**config.mk**
```make
export PLATFORM = sky130hd
export DESIGN_NAME = texel_format_to_bgra8_unit_flat
export DESIGN_NICKNAME = d
export VERILOG_FILES = /design/src/hw/rtl/tfb_pkg.sv /design/src/hw/rtl/tfb_channels.sv /design/src/hw/rtl/texel_format_to_bgra8_unit.sv /design/src/hw/rtl/tfb_gather.sv /design/src/hw/rtl/tfb_convert.sv /design/src/flat_wrapper.sv
export SDC_FILE = /design/constraint.sdc
export NUM_CORES = 1
export LEC_CHECK = 0
export ABC_AREA = 1
export ABC_CLOCK_PERIOD_IN_PS = 3740
export BUFFER_PORTS_ARGS = -buffer_cell sky130_fd_sc_hd__buf_2
export CELL_PAD_IN_SITES_DETAIL_PLACEMENT = 1
export CELL_PAD_IN_SITES_GLOBAL_PLACEMENT = 1
export CORE_MARGIN = 3
export CORE_UTILIZATION = 25
export DETAILED_ROUTE_END_ITERATION = 12
export PLACE_DENSITY = 0.54
export SYNTH_ARGS = -nofsm -noshare
export SYNTH_HDL_FRONTEND = slang
export SYNTH_SLANG_ARGS = --single-unit
```
**constraint.sdc**
```tcl
create_clock -name clk -period 3.74 [get_ports clk]
set_input_delay 0.561 -clock clk [delete_from_list [all_inputs] [get_ports clk]]
set_output_delay 0.561 -clock clk [all_outputs]
set_load 0.03 [all_outputs]
```
**src/hw/rtl/tfb_pkg.sv**
```systemverilog
`timescale 1ns / 1ps
// ----------------------------------------------------------------------------
// tfb_pkg
// Shared types, format codes and channel widening helpers for the texel
// format to BGRA8 converter.
// ----------------------------------------------------------------------------
package tfb_pkg;

	// source format codes
	typedef enum logic [3:0] {
		FMT_BGRA8888    = 4'd0,
		FMT_BGRX8888    = 4'd1,
		FMT_RGBA8888    = 4'd2,
		FMT_RGBX8888    = 4'd3,
		FMT_ABGR8888    = 4'd4,
		FMT_ARGB8888    = 4'd5,
		FMT_RGB888      = 4'd6,
		FMT_RGB888_ALT  = 4'd7,
		FMT_BGR888      = 4'd8,
		FMT_BGR888_ALT  = 4'd9,
		FMT_I8          = 4'd10,
		FMT_IA88        = 4'd11,
		FMT_A8          = 4'd12,
		FMT_RGB565      = 4'd13,
		FMT_BGR565      = 4'd14,
		FMT_UNSUPPORTED = 4'd15
	} tfb_fmt_t;

	localparam logic [7:0] ChanMax = 8'd255;

	// reciprocal factors: floor(x/31) = (x*265)>>13 for x < 256,
	// floor(v/21) = (v*49)>>10 for v < 64
	localparam logic [16:0] Recip31 = 17'd265;
	localparam logic [11:0] Recip21 = 12'd49;

	// one gathered texel group, handed from the gather stage to conversion
	typedef struct packed {
		logic [3:0][7:0] bytes;
		tfb_fmt_t        fmt;
		logic            last;
		logic            err;
	} tfb_group_t;

	// one converted pixel
	typedef struct packed {
		logic [7:0] blue;
		logic [7:0] green;
		logic [7:0] red;
		logic [7:0] alpha;
		logic       last_pixel;
		logic       format_error;
	} tfb_pixel_t;

	// bytes per texel, zero when there is no converter
	function automatic logic [2:0] group_size(input tfb_fmt_t fmt);
		logic [2:0] size;
		unique case (fmt) inside
			FMT_BGRA8888, FMT_BGRX8888, FMT_RGBA8888, FMT_RGBX8888,
			FMT_ABGR8888, FMT_ARGB8888:                       size = 3'd4;
			FMT_RGB888, FMT_RGB888_ALT, FMT_BGR888, FMT_BGR888_ALT: size = 3'd3;
			FMT_I8, FMT_A8:                                    size = 3'd1;
			FMT_IA88, FMT_RGB565, FMT_BGR565:                  size = 3'd2;
			default:                                           size = 3'd0;
		endcase
		return size;
	endfunction

	// floor(v*255/31) = 8v + floor(7v/31)
	function automatic logic [7:0] widen5(input logic [4:0] v);
		logic [7:0]  x7;
		logic [16:0] prod;
		x7   = {v, 3'b000} - {3'b000, v};
		prod = {9'd0, x7} * Recip31;
		return {v, 3'b000} + {5'd0, prod[15:13]};
	endfunction

	// floor(v*255/63) = 4v + floor(v/21)
	function automatic logic [7:0] widen6(input logic [5:0] v);
		logic [11:0] prod;
		prod = {6'd0, v} * Recip21;
		return {v, 2'b00} + {6'd0, prod[11:10]};
	endfunction

endpackage

```
**src/hw/rtl/tfb_channels.sv**
```systemverilog
`timescale 1ns / 1ps
// ----------------------------------------------------------------------------
// tfb channel interfaces
// Valid/ready channels for the raw byte stream and the BGRA8 pixel stream.
// ----------------------------------------------------------------------------
interface tfb_byte_if;
	logic       valid;
	logic       ready;
	logic [7:0] in_byte;
	logic       end_of_image;

	modport source (output valid, output in_byte, output end_of_image, input ready);
	modport sink   (input valid, input in_byte, input end_of_image, output ready);
endinterface

interface tfb_pixel_if;
	logic       valid;
	logic       ready;
	logic [7:0] blue;
	logic [7:0] green;
	logic [7:0] red;
	logic [7:0] alpha;
	logic       last_pixel;
	logic       format_error;

	modport source (output valid, output blue, output green, output red, output alpha,
		output last_pixel, output format_error, input ready);
	modport sink   (input valid, input blue, input green, input red, input alpha,
		input last_pixel, input format_error, output ready);
endinterface

```
**src/hw/rtl/texel_format_to_bgra8_unit.sv**
```systemverilog
`timescale 1ns / 1ps
// ----------------------------------------------------------------------------
// texel_format_to_bgra8_unit
// Converts an uncompressed texel byte stream into BGRA8 pixels.
//
//   channel    dir   carries
//   byte_in    in    in_byte, end_of_image (one raw byte per transfer)
//   pixel_out  out   blue, green, red, alpha, last_pixel, format_error
//   cfg        in    source_format write (cfg_we, cfg_wdata)
//
// One byte per cycle sustained while pixel_out does not stall; a pixel leaves
// once the byte that completes its group has passed the gather and result registers.
// Reset clears the format to BGRA8888, the byte position and both valids.
// A stall on pixel_out holds the result register; byte_in keeps taking
// bytes while stage 1 is free or moving into the result register.
// ----------------------------------------------------------------------------
module texel_format_to_bgra8_unit (
	input  logic        clk,
	input  logic        arst_n,
	input  logic        cfg_we,
	input  logic [3:0]  cfg_wdata,
	tfb_byte_if.sink    byte_in,
	tfb_pixel_if.source pixel_out
);
	import tfb_pkg::*;

	logic       group_valid_s1;
	tfb_group_t group_s1;
	tfb_pixel_t pixel_next;
	logic       pixel_valid_s2;
	tfb_pixel_t pixel_s2;
	logic       load_s2;
	logic       advance_s1;
	logic       take;

	// pipeline flow control
	assign load_s2    = group_valid_s1 && (!pixel_valid_s2 || pixel_out.ready);
	assign advance_s1 = !group_valid_s1 || load_s2;
	assign byte_in.ready = advance_s1;
	assign take       = byte_in.valid && advance_s1;

	tfb_gather u_gather (
		.clk            (clk),
		.arst_n         (arst_n),
		.cfg_we         (cfg_we),
		.cfg_wdata      (cfg_wdata),
		.take           (take),
		.cur_byte       (byte_in.in_byte),
		.cur_last       (byte_in.end_of_image),
		.advance        (advance_s1),
		.group_valid_s1 (group_valid_s1),
		.group_s1       (group_s1)
	);

	tfb_convert u_convert (
		.group (group_s1),
		.pixel (pixel_next)
	);

	// result register valid
	always_ff @(posedge clk or negedge arst_n) begin
		if (!arst_n) begin
			pixel_valid_s2 <= 1'b0;
		end else if (load_s2) begin
			pixel_valid_s2 <= 1'b1;
		end else if (pixel_out.ready) begin
			pixel_valid_s2 <= 1'b0;
		end
	end

	// result register payload
	always_ff @(posedge clk) begin
		if (load_s2) begin
			pixel_s2 <= pixel_next;
		end
	end

	// output transfer
	assign pixel_out.valid        = pixel_valid_s2;
	assign pixel_out.blue         = pixel_s2.blue;
	assign pixel_out.green        = pixel_s2.green;
	assign pixel_out.red          = pixel_s2.red;
	assign pixel_out.alpha        = pixel_s2.alpha;
	assign pixel_out.last_pixel   = pixel_s2.last_pixel;
	assign pixel_out.format_error = pixel_s2.format_error;

endmodule

```
**src/hw/rtl/tfb_gather.sv**
```systemverilog
`timescale 1ns / 1ps
// ----------------------------------------------------------------------------
// tfb_gather
// Holds the format register and the partial texel group, and registers each
// completed group (or the unsupported-format end marker) into stage 1.
// ----------------------------------------------------------------------------
module tfb_gather (
	input  logic               clk,
	input  logic               arst_n,
	input  logic               cfg_we,
	input  logic [3:0]         cfg_wdata,
	input  logic               take,
	input  logic [7:0]         cur_byte,
	input  logic               cur_last,
	input  logic               advance,
	output logic               group_valid_s1,
	output tfb_pkg::tfb_group_t group_s1
);
	import tfb_pkg::*;

	tfb_fmt_t   fmt_q;
	logic [1:0] pos_q;
	logic [7:0] held_q [3];

	logic [2:0] size;
	logic       completes;
	logic       produce;
	tfb_group_t group_next;

	// group decode
	always_comb begin
		size      = group_size(fmt_q);
		completes = (size != 3'd0) && (({1'b0, pos_q} + 3'd1) == size);
		produce   = (size == 3'd0) ? cur_last : completes;
	end

	// assemble the finished group from held bytes and the current byte
	always_comb begin
		group_next.bytes[0] = held_q[0];
		group_next.bytes[1] = held_q[1];
		group_next.bytes[2] = held_q[2];
		group_next.bytes[3] = 8'd0;
		case (size)
			3'd1:    group_next.bytes[0] = cur_byte;
			3'd2:    group_next.bytes[1] = cur_byte;
			3'd3:    group_next.bytes[2] = cur_byte;
			3'd4:    group_next.bytes[3] = cur_byte;
			default: group_next.bytes[0] = held_q[0];
		endcase
		group_next.fmt  = fmt_q;
		group_next.last = cur_last;
		group_next.err  = (size == 3'd0);
	end

	// format register and byte position
	always_ff @(posedge clk or negedge arst_n) begin
		if (!arst_n) begin
			fmt_q <= FMT_BGRA8888;
			pos_q <= 2'd0;
		end else if (cfg_we) begin
			fmt_q <= tfb_fmt_t'(cfg_wdata);
			pos_q <= 2'd0;
		end else if (take) begin
			if (size == 3'd0 || completes || cur_last) begin
				pos_q <= 2'd0;
			end else begin
				pos_q <= pos_q + 2'd1;
			end
		end
	end

	// earlier bytes of the current group
	always_ff @(posedge clk) begin
		if (take && size != 3'd0 && !completes) begin
			case (pos_q)
				2'd0:    held_q[0] <= cur_byte;
				2'd1:    held_q[1] <= cur_byte;
				2'd2:    held_q[2] <= cur_byte;
				default: held_q[0] <= held_q[0];
			endcase
		end
	end

	// stage 1 valid
	always_ff @(posedge clk or negedge arst_n) begin
		if (!arst_n) begin
			group_valid_s1 <= 1'b0;
		end else if (advance) begin
			group_valid_s1 <= take && produce;
		end
	end

	// stage 1 payload
	always_ff @(posedge clk) begin
		if (advance && take && produce) begin
			group_s1 <= group_next;
		end
	end

endmodule

```
**src/hw/rtl/tfb_convert.sv**
```systemverilog
`timescale 1ns / 1ps
// ----------------------------------------------------------------------------
// tfb_convert
// Maps one gathered texel group to a BGRA8 pixel: byte swizzles, intensity
// replication, 565 widening and alpha fill.
// ----------------------------------------------------------------------------
module tfb_convert (
	input  tfb_pkg::tfb_group_t group,
	output tfb_pkg::tfb_pixel_t pixel
);
	import tfb_pkg::*;

	logic [15:0] packed565;

	// little-endian 16-bit value for 565 formats
	assign packed565 = {group.bytes[1], group.bytes[0]};

	// channel selection per format
	always_comb begin
		pixel.blue         = 8'd0;
		pixel.green        = 8'd0;
		pixel.red          = 8'd0;
		pixel.alpha        = ChanMax;
		pixel.last_pixel   = group.last;
		pixel.format_error = 1'b0;
		unique case (group.fmt) inside
			FMT_BGRA8888: begin
				pixel.blue  = group.bytes[0];
				pixel.green = group.bytes[1];
				pixel.red   = group.bytes[2];
				pixel.alpha = group.bytes[3];
			end
			FMT_BGRX8888, FMT_BGR888, FMT_BGR888_ALT: begin
				pixel.blue  = group.bytes[0];
				pixel.green = group.bytes[1];
				pixel.red   = group.bytes[2];
			end
			FMT_RGBA8888: begin
				pixel.blue  = group.bytes[2];
				pixel.green = group.bytes[1];
				pixel.red   = group.bytes[0];
				pixel.alpha = group.bytes[3];
			end
			FMT_RGBX8888, FMT_RGB888, FMT_RGB888_ALT: begin
				pixel.blue  = group.bytes[2];
				pixel.green = group.bytes[1];
				pixel.red   = group.bytes[0];
			end
			FMT_ABGR8888: begin
				pixel.blue  = group.bytes[1];
				pixel.green = group.bytes[2];
				pixel.red   = group.bytes[3];
				pixel.alpha = group.bytes[0];
			end
			FMT_ARGB8888: begin
				pixel.blue  = group.bytes[3];
				pixel.green = group.bytes[2];
				pixel.red   = group.bytes[1];
				pixel.alpha = group.bytes[0];
			end
			FMT_I8: begin
				pixel.blue  = group.bytes[0];
				pixel.green = group.bytes[0];
				pixel.red   = group.bytes[0];
			end
			FMT_IA88: begin
				pixel.blue  = group.bytes[0];
				pixel.green = group.bytes[0];
				pixel.red   = group.bytes[0];
				pixel.alpha = group.bytes[1];
			end
			FMT_A8: begin
				pixel.blue  = ChanMax;
				pixel.green = ChanMax;
				pixel.red   = ChanMax;
				pixel.alpha = group.bytes[0];
			end
			FMT_RGB565: begin
				pixel.red   = widen5(packed565[15:11]);
				pixel.green = widen6(packed565[10:5]);
				pixel.blue  = widen5(packed565[4:0]);
			end
			FMT_BGR565: begin
				pixel.blue  = widen5(packed565[15:11]);
				pixel.green = widen6(packed565[10:5]);
				pixel.red   = widen5(packed565[4:0]);
			end
			default: begin
				pixel.alpha        = 8'd0;
				pixel.last_pixel   = 1'b1;
				pixel.format_error = 1'b1;
			end
		endcase
		// no converter: all colors zero
		if (group.err) begin
			pixel.blue         = 8'd0;
			pixel.green        = 8'd0;
			pixel.red          = 8'd0;
			pixel.alpha        = 8'd0;
			pixel.last_pixel   = 1'b1;
			pixel.format_error = 1'b1;
		end
	end

endmodule

```
**src/flat_wrapper.sv**
```systemverilog
// flat-port wrapper written by rule: the top's interface ports become plain ports
module texel_format_to_bgra8_unit_flat import tfb_pkg::*;
  (clk, arst_n, cfg_we, cfg_wdata, byte_in_valid, byte_in_in_byte, byte_in_end_of_image, byte_in_ready, pixel_out_valid, pixel_out_blue, pixel_out_green, pixel_out_red, pixel_out_alpha, pixel_out_last_pixel, pixel_out_format_error, pixel_out_ready);
  tfb_byte_if byte_in_i ();
  tfb_pixel_if pixel_out_i ();
  input  logic clk;
  input  logic arst_n;
  input  logic cfg_we;
  input  logic [3:0] cfg_wdata;
  input wire logic [$bits(byte_in_i.valid)-1:0] byte_in_valid;
  input wire logic [$bits(byte_in_i.in_byte)-1:0] byte_in_in_byte;
  input wire logic [$bits(byte_in_i.end_of_image)-1:0] byte_in_end_of_image;
  output wire logic [$bits(byte_in_i.ready)-1:0] byte_in_ready;
  output wire logic [$bits(pixel_out_i.valid)-1:0] pixel_out_valid;
  output wire logic [$bits(pixel_out_i.blue)-1:0] pixel_out_blue;
  output wire logic [$bits(pixel_out_i.green)-1:0] pixel_out_green;
  output wire logic [$bits(pixel_out_i.red)-1:0] pixel_out_red;
  output wire logic [$bits(pixel_out_i.alpha)-1:0] pixel_out_alpha;
  output wire logic [$bits(pixel_out_i.last_pixel)-1:0] pixel_out_last_pixel;
  output wire logic [$bits(pixel_out_i.format_error)-1:0] pixel_out_format_error;
  input wire logic [$bits(pixel_out_i.ready)-1:0] pixel_out_ready;
  assign byte_in_i.valid = byte_in_valid;
  assign byte_in_i.in_byte = byte_in_in_byte;
  assign byte_in_i.end_of_image = byte_in_end_of_image;
  assign byte_in_ready = byte_in_i.ready;
  assign pixel_out_valid = pixel_out_i.valid;
  assign pixel_out_blue = pixel_out_i.blue;
  assign pixel_out_green = pixel_out_i.green;
  assign pixel_out_red = pixel_out_i.red;
  assign pixel_out_alpha = pixel_out_i.alpha;
  assign pixel_out_last_pixel = pixel_out_i.last_pixel;
  assign pixel_out_format_error = pixel_out_i.format_error;
  assign pixel_out_i.ready = pixel_out_ready;
  texel_format_to_bgra8_unit u_core (.clk(clk), .arst_n(arst_n), .cfg_we(cfg_we), .cfg_wdata(cfg_wdata), .byte_in(byte_in_i), .pixel_out(pixel_out_i));
endmodule
```
==> flow_summary_export.csv <==
group,metric,value,unit
sta,finalCritPeriodShare,95.7,%
global_routing,grt_pass1_wl,31.5,mm
sta,timing.final.ws_setup,161,ps
setup_path,crit_path_end_kind,"register",
cells_and_area,layout.nets,923,
floorplanning,die-area,28900,sq um
power_and_ir_drop,p_int,2390,uW
clock_network,path_clk_slew,70,ps
setup_path,worstRegToRegCells,21,
synthesis,syn_nets,830,
power_and_ir_drop,clock_power_share,29.1,%
floorplanning,core.rowCount,59,
setup_path,crit_chain,"buf_6 -> ha_4 -> a31o_2 -> xnor2_2 -> inv_1 -> ha_2 -> inv_1 -> fa_1 -> inv_2 -> ha_4 -> ha_4 -> nand2_2 -> nor2_2 -> nand3_1 -> nand3_2 -> buf_6 -> nand3_2 -> nand3_1 -> nand3_1 -> nand2_1 -> inv_1",
power_and_ir_drop,sw_frac_of_total,33.0,%
setup_path,arrival,3690,ps
global_routing,grtUsageTotal,14.0,%
clock_network,clock_sinks,104,
place,place_ws,-58.6,ps
global_routing,grt-ovfl-total,0,
routing,drtPass1Iterations,4,
cells_and_area,fillers,3081,
cells_and_area,ff_latch_area,3080,sq um
power_and_ir_drop,power_frac_seq,40.2,%
floorplanning,dieHeight,170,microns
power_and_ir_drop,leakagePower,0.00357,uW
setup_path,r2r-start,"u_core.u_gather.group_s1[6]",
synthesis,synth_ff_type,"edfxtp_1",
clock_network,clock_latency,360,ps
sta,hold_viol,0,
min_path,hold_class,"primary input to asynchronous set/reset pin",
synthesis,synth-edff-count,96,
sta,finalClockSkew,10.2,ps
power_and_ir_drop,power.density,434,nW/um^2
sta,final-setup-viol-count,0,
setup_path,timing.rr.end,"u_core.pixel_out.blue[2]",
sta,rsz0062_at_grt,"yes",
routing,routed_wl,20.1,mm
cells_and_area,multiInputGateArea,3410,sq um
synthesis,synth_area_per_cell,9.12,sq um
global_routing,grt_pass1_vias,5701,
power_and_ir_drop,power.switching,1180,uW
setup_path,max_stage_delay,510,ps
routing,dr.first_iter.drc_count,409,
sta,whs,42.7,ps
place,io_buffers,53,
clock_network,cts_tree,"built",
global_routing,antenna_found_initial,0,
floorplanning,io_pins,54,
sta,fin_crit,3580,ps
place,gp_congestion,0.870,
power_and_ir_drop,irDropWorstVdd,0.000181,V
routing,drcViolationCount,0,
setup_path,critical_path_required,3860,ps
routing,ant_nets,0,
floorplanning,die_w,170,microns
flow_run,maxCapViolCount,0,
clock_network,root_buffer,"clkbuf_16",
global_routing,grt_max_degree,39,
routing,vias_per_cell,4.81,
synthesis,synth.cell_area,6730,sq um
floorplanning,core_area,26300,sq um
synthesis,ys.warnings.count,0,
sta,tightest_slew,947,ps
sta,fmax,0.279,GHz
clock_network,htree_levels,3,
sta,setup_tns,0,ps
floorplanning,start_util,25.6,%
cells_and_area,layout-drive-gt1-share,22.0,%
synthesis,synth_cell_types,47,
setup_path,crit_path_top_delay_cell,"fa_1",
setup_path,path_class,"register to register",
setup_path,rrSetupSlack,160,ps
synthesis,ys_async_sr_fraction,7.69,%
sta,final_max_slew_viol_count,0,
outcome,status,"finished clean",
power_and_ir_drop,combPwrFrac,30.7,%
cells_and_area,antennaDiodeCount,0,
place,dpl.hpwl,15.7,mm
clock_network,cts_buffers,9,
routing,routedWlPerCell,17.2,microns
synthesis,ys_seq_area_share,45.8,%
clock_network,clockBufferDepth,2,
synthesis,synthCells,738,
setup_path,crit_path_start_kind,"register",
sta,max_slew_margin,36.8,%
routing,vias,5630,
clock_network,cts_hold_buf,0,
setup_path,crit_fanout,3,
synthesis,synth.ff_latch_count,104,
cells_and_area,syn2layout_area_growth,22.1,%
[registers in the layout, indices dropped and copies added, names as in the netlist]
signal and flops:
u_core.u_gather.group_s1 38, u_core.u_gather.held_q 24, u_core.pixel_out.alpha 8, u_core.pixel_out.blue 8, u_core.pixel_out.green 8, u_core.pixel_out.red 8
u_core.u_gather.fmt_q 4, u_core.u_gather.pos_q 2, u_core.pixel_out.format_error 1, u_core.pixel_out.last_pixel 1, u_core.pixel_out.valid 1, u_core.u_gather.group_valid_s1 1
[worst max-delay path by stage]
stage | startpoint | endpoint | slack, ps | depth (start not counted)
6_report | u_core.u_gather.group_s1[6] | u_core.pixel_out.blue[2] | 160 | 21
5_1_grt | u_core.u_gather.group_s1[18] | u_core.pixel_out.blue[1] | -30 | 20
4_1_cts | u_core.u_gather.group_s1[17] | u_core.pixel_out.blue[1] | 0.8 | 18
3_5_place_dp | u_core.u_gather.group_s1[6] | u_core.pixel_out.red[1] | -60 | 19
3_3_place_gp | u_core.u_gather.group_s1[6] | u_core.pixel_out.red[1] | 40 | 19
2_1_floorplan | u_core.u_gather.group_s1[9] | u_core.pixel_out.blue[1] | 70 | 22
[cell usage after synthesis (3+ instances only)]
| master | n | area, sq um |
|---|---|---|
| nand2_1 | 111 | 417 |
| edfxtp_1 | 96 | 2880 |
| nor2_1 | 96 | 360 |
| inv_1 | 93 | 349 |
| ha_1 | 72 | 901 |
| a21oi_1 | 47 | 235 |
| nand3_1 | 46 | 230 |
| o22ai_1 | 41 | 257 |
| a211oi_1 | 14 | 105 |
| o21ai_0 | 14 | 70.1 |
| dfrtp_1 | 8 | 200 |
| inv_2 | 8 | 30.0 |
| nand2_2 | 7 | 43.8 |
| nand4_1 | 7 | 43.8 |
| nor3_1 | 7 | 35.0 |
| o21ai_1 | 7 | 35.0 |
| xor2_1 | 6 | 52.6 |
| nor2_2 | 5 | 31.3 |
| nor4_1 | 5 | 31.3 |
| a31oi_1 | 4 | 25.0 |
| buf_2 | 4 | 20.0 |
| nand3b_1 | 4 | 30.0 |
| xnor2_1 | 4 | 35.0 |
| buf_6 | 3 | 33.8 |
| clkbuf_1 | 3 | 11.3 |
[metal layers]
metal / vias up / global-route usage (%) / part of all wire [%]
li1: 2754 / - / -
met1: 2705 / 18.3 / 45
met2: 140 / 23.5 / 48
met3: 31 / 2.18 / 4.0
met4: 0 / 5.01 / 2.5
met5: - / 0 / 0
[final cells by class]
| type | count | share of cell area [%] |
|---|---|---|
| well taps | 335 | 5.10 |
| clock inverters | 4 | 0.944 |
| clock buffers | 11 | 2.83 |
| multi-input cells | 517 | 41.5 |
| repair buffers | 95 | 7.25 |
| flip-flops and latches | 104 | 37.5 |
| inverters | 104 | 4.87 |
[what timing repair did]
action,in CTS,in global routing
buffers inserted,1,4
gates resized for setup,1,49
pin swaps,1,15
setup endpoints to repair,4,6
endpoints found under the hold margin,0,0
[kinds of logic (layout without fill, tap and decap cells)]
family,Yosys count,in the layout,share of synthesized area (%)
AND/OR/NAND/NOR,298,298,19.7
AO/OA/AOI/OAI,135,135,11.8
buffers and inverters,117,214,7.44
flip-flops,104,104,45.8
adder cells (fa/ha/maj),74,74,14.0
XOR/XNOR,10,10,1.30
[critical path, delay by kind of cell, from the launching register on]
family          cells  cell delay (ps)
compound gates      1              260
xor+xnor            1              130
fa+ha+maj           5             1410
buf+inv             6              470
flops               1              420
simple gates        8              670
[power by group through the flow]
stage	combinational, uW	clock (uW)	sequential, uW
after detailed placement	988	0	1460
final	1100	1040	1430
after global routing	1250	1110	1440
after CTS	999	1070	1430
after floorplan	617	0	1500
after global placement	980	0	1460
[metrics by stage]
step,instances,power [uW],util [%],area (sq um)
2_1_floorplan,738,2120,-,6730
3_5_place_dp,1150,2450,29.0,7610
4_1_cts,1166,3500,30.2,7930
3_3_place_gp,1150,2440,29.0,7610
5_1_grt,1170,3800,31.3,8220
6_report,1170,3570,31.3,8220
[placed cells by master, fill, tap and decap left out, types with 2 or more instances in the layout]
cell type / n
a31oi_1: 4
ha_4: 11
nand2_4: 3
nor2_1: 90
inv_1: 89
nor3_1: 7
nand2_2: 15
nor4_1: 5
o21ai_1: 7
a31o_2: 2
buf_4: 38
buf_2: 53
ha_1: 58
nand3_1: 41
edfxtp_1: 96
inv_2: 12
bufinv_16: 2
ha_2: 3
o21ai_0: 14
nand2_1: 101
a21oi_1: 46
dfrtp_1: 8
o22ai_1: 41
or2_4: 2
nand4_1: 7
buf_6: 4
xor2_1: 5
inv_6: 3
fa_1: 2
nand3_2: 5
clkbuf_1: 2
nor2_2: 10
a211oi_1: 14
clkbuf_16: 9
xnor2_1: 3
nand3b_1: 4
No activity file was read; power rests on OpenSTA's default activity.
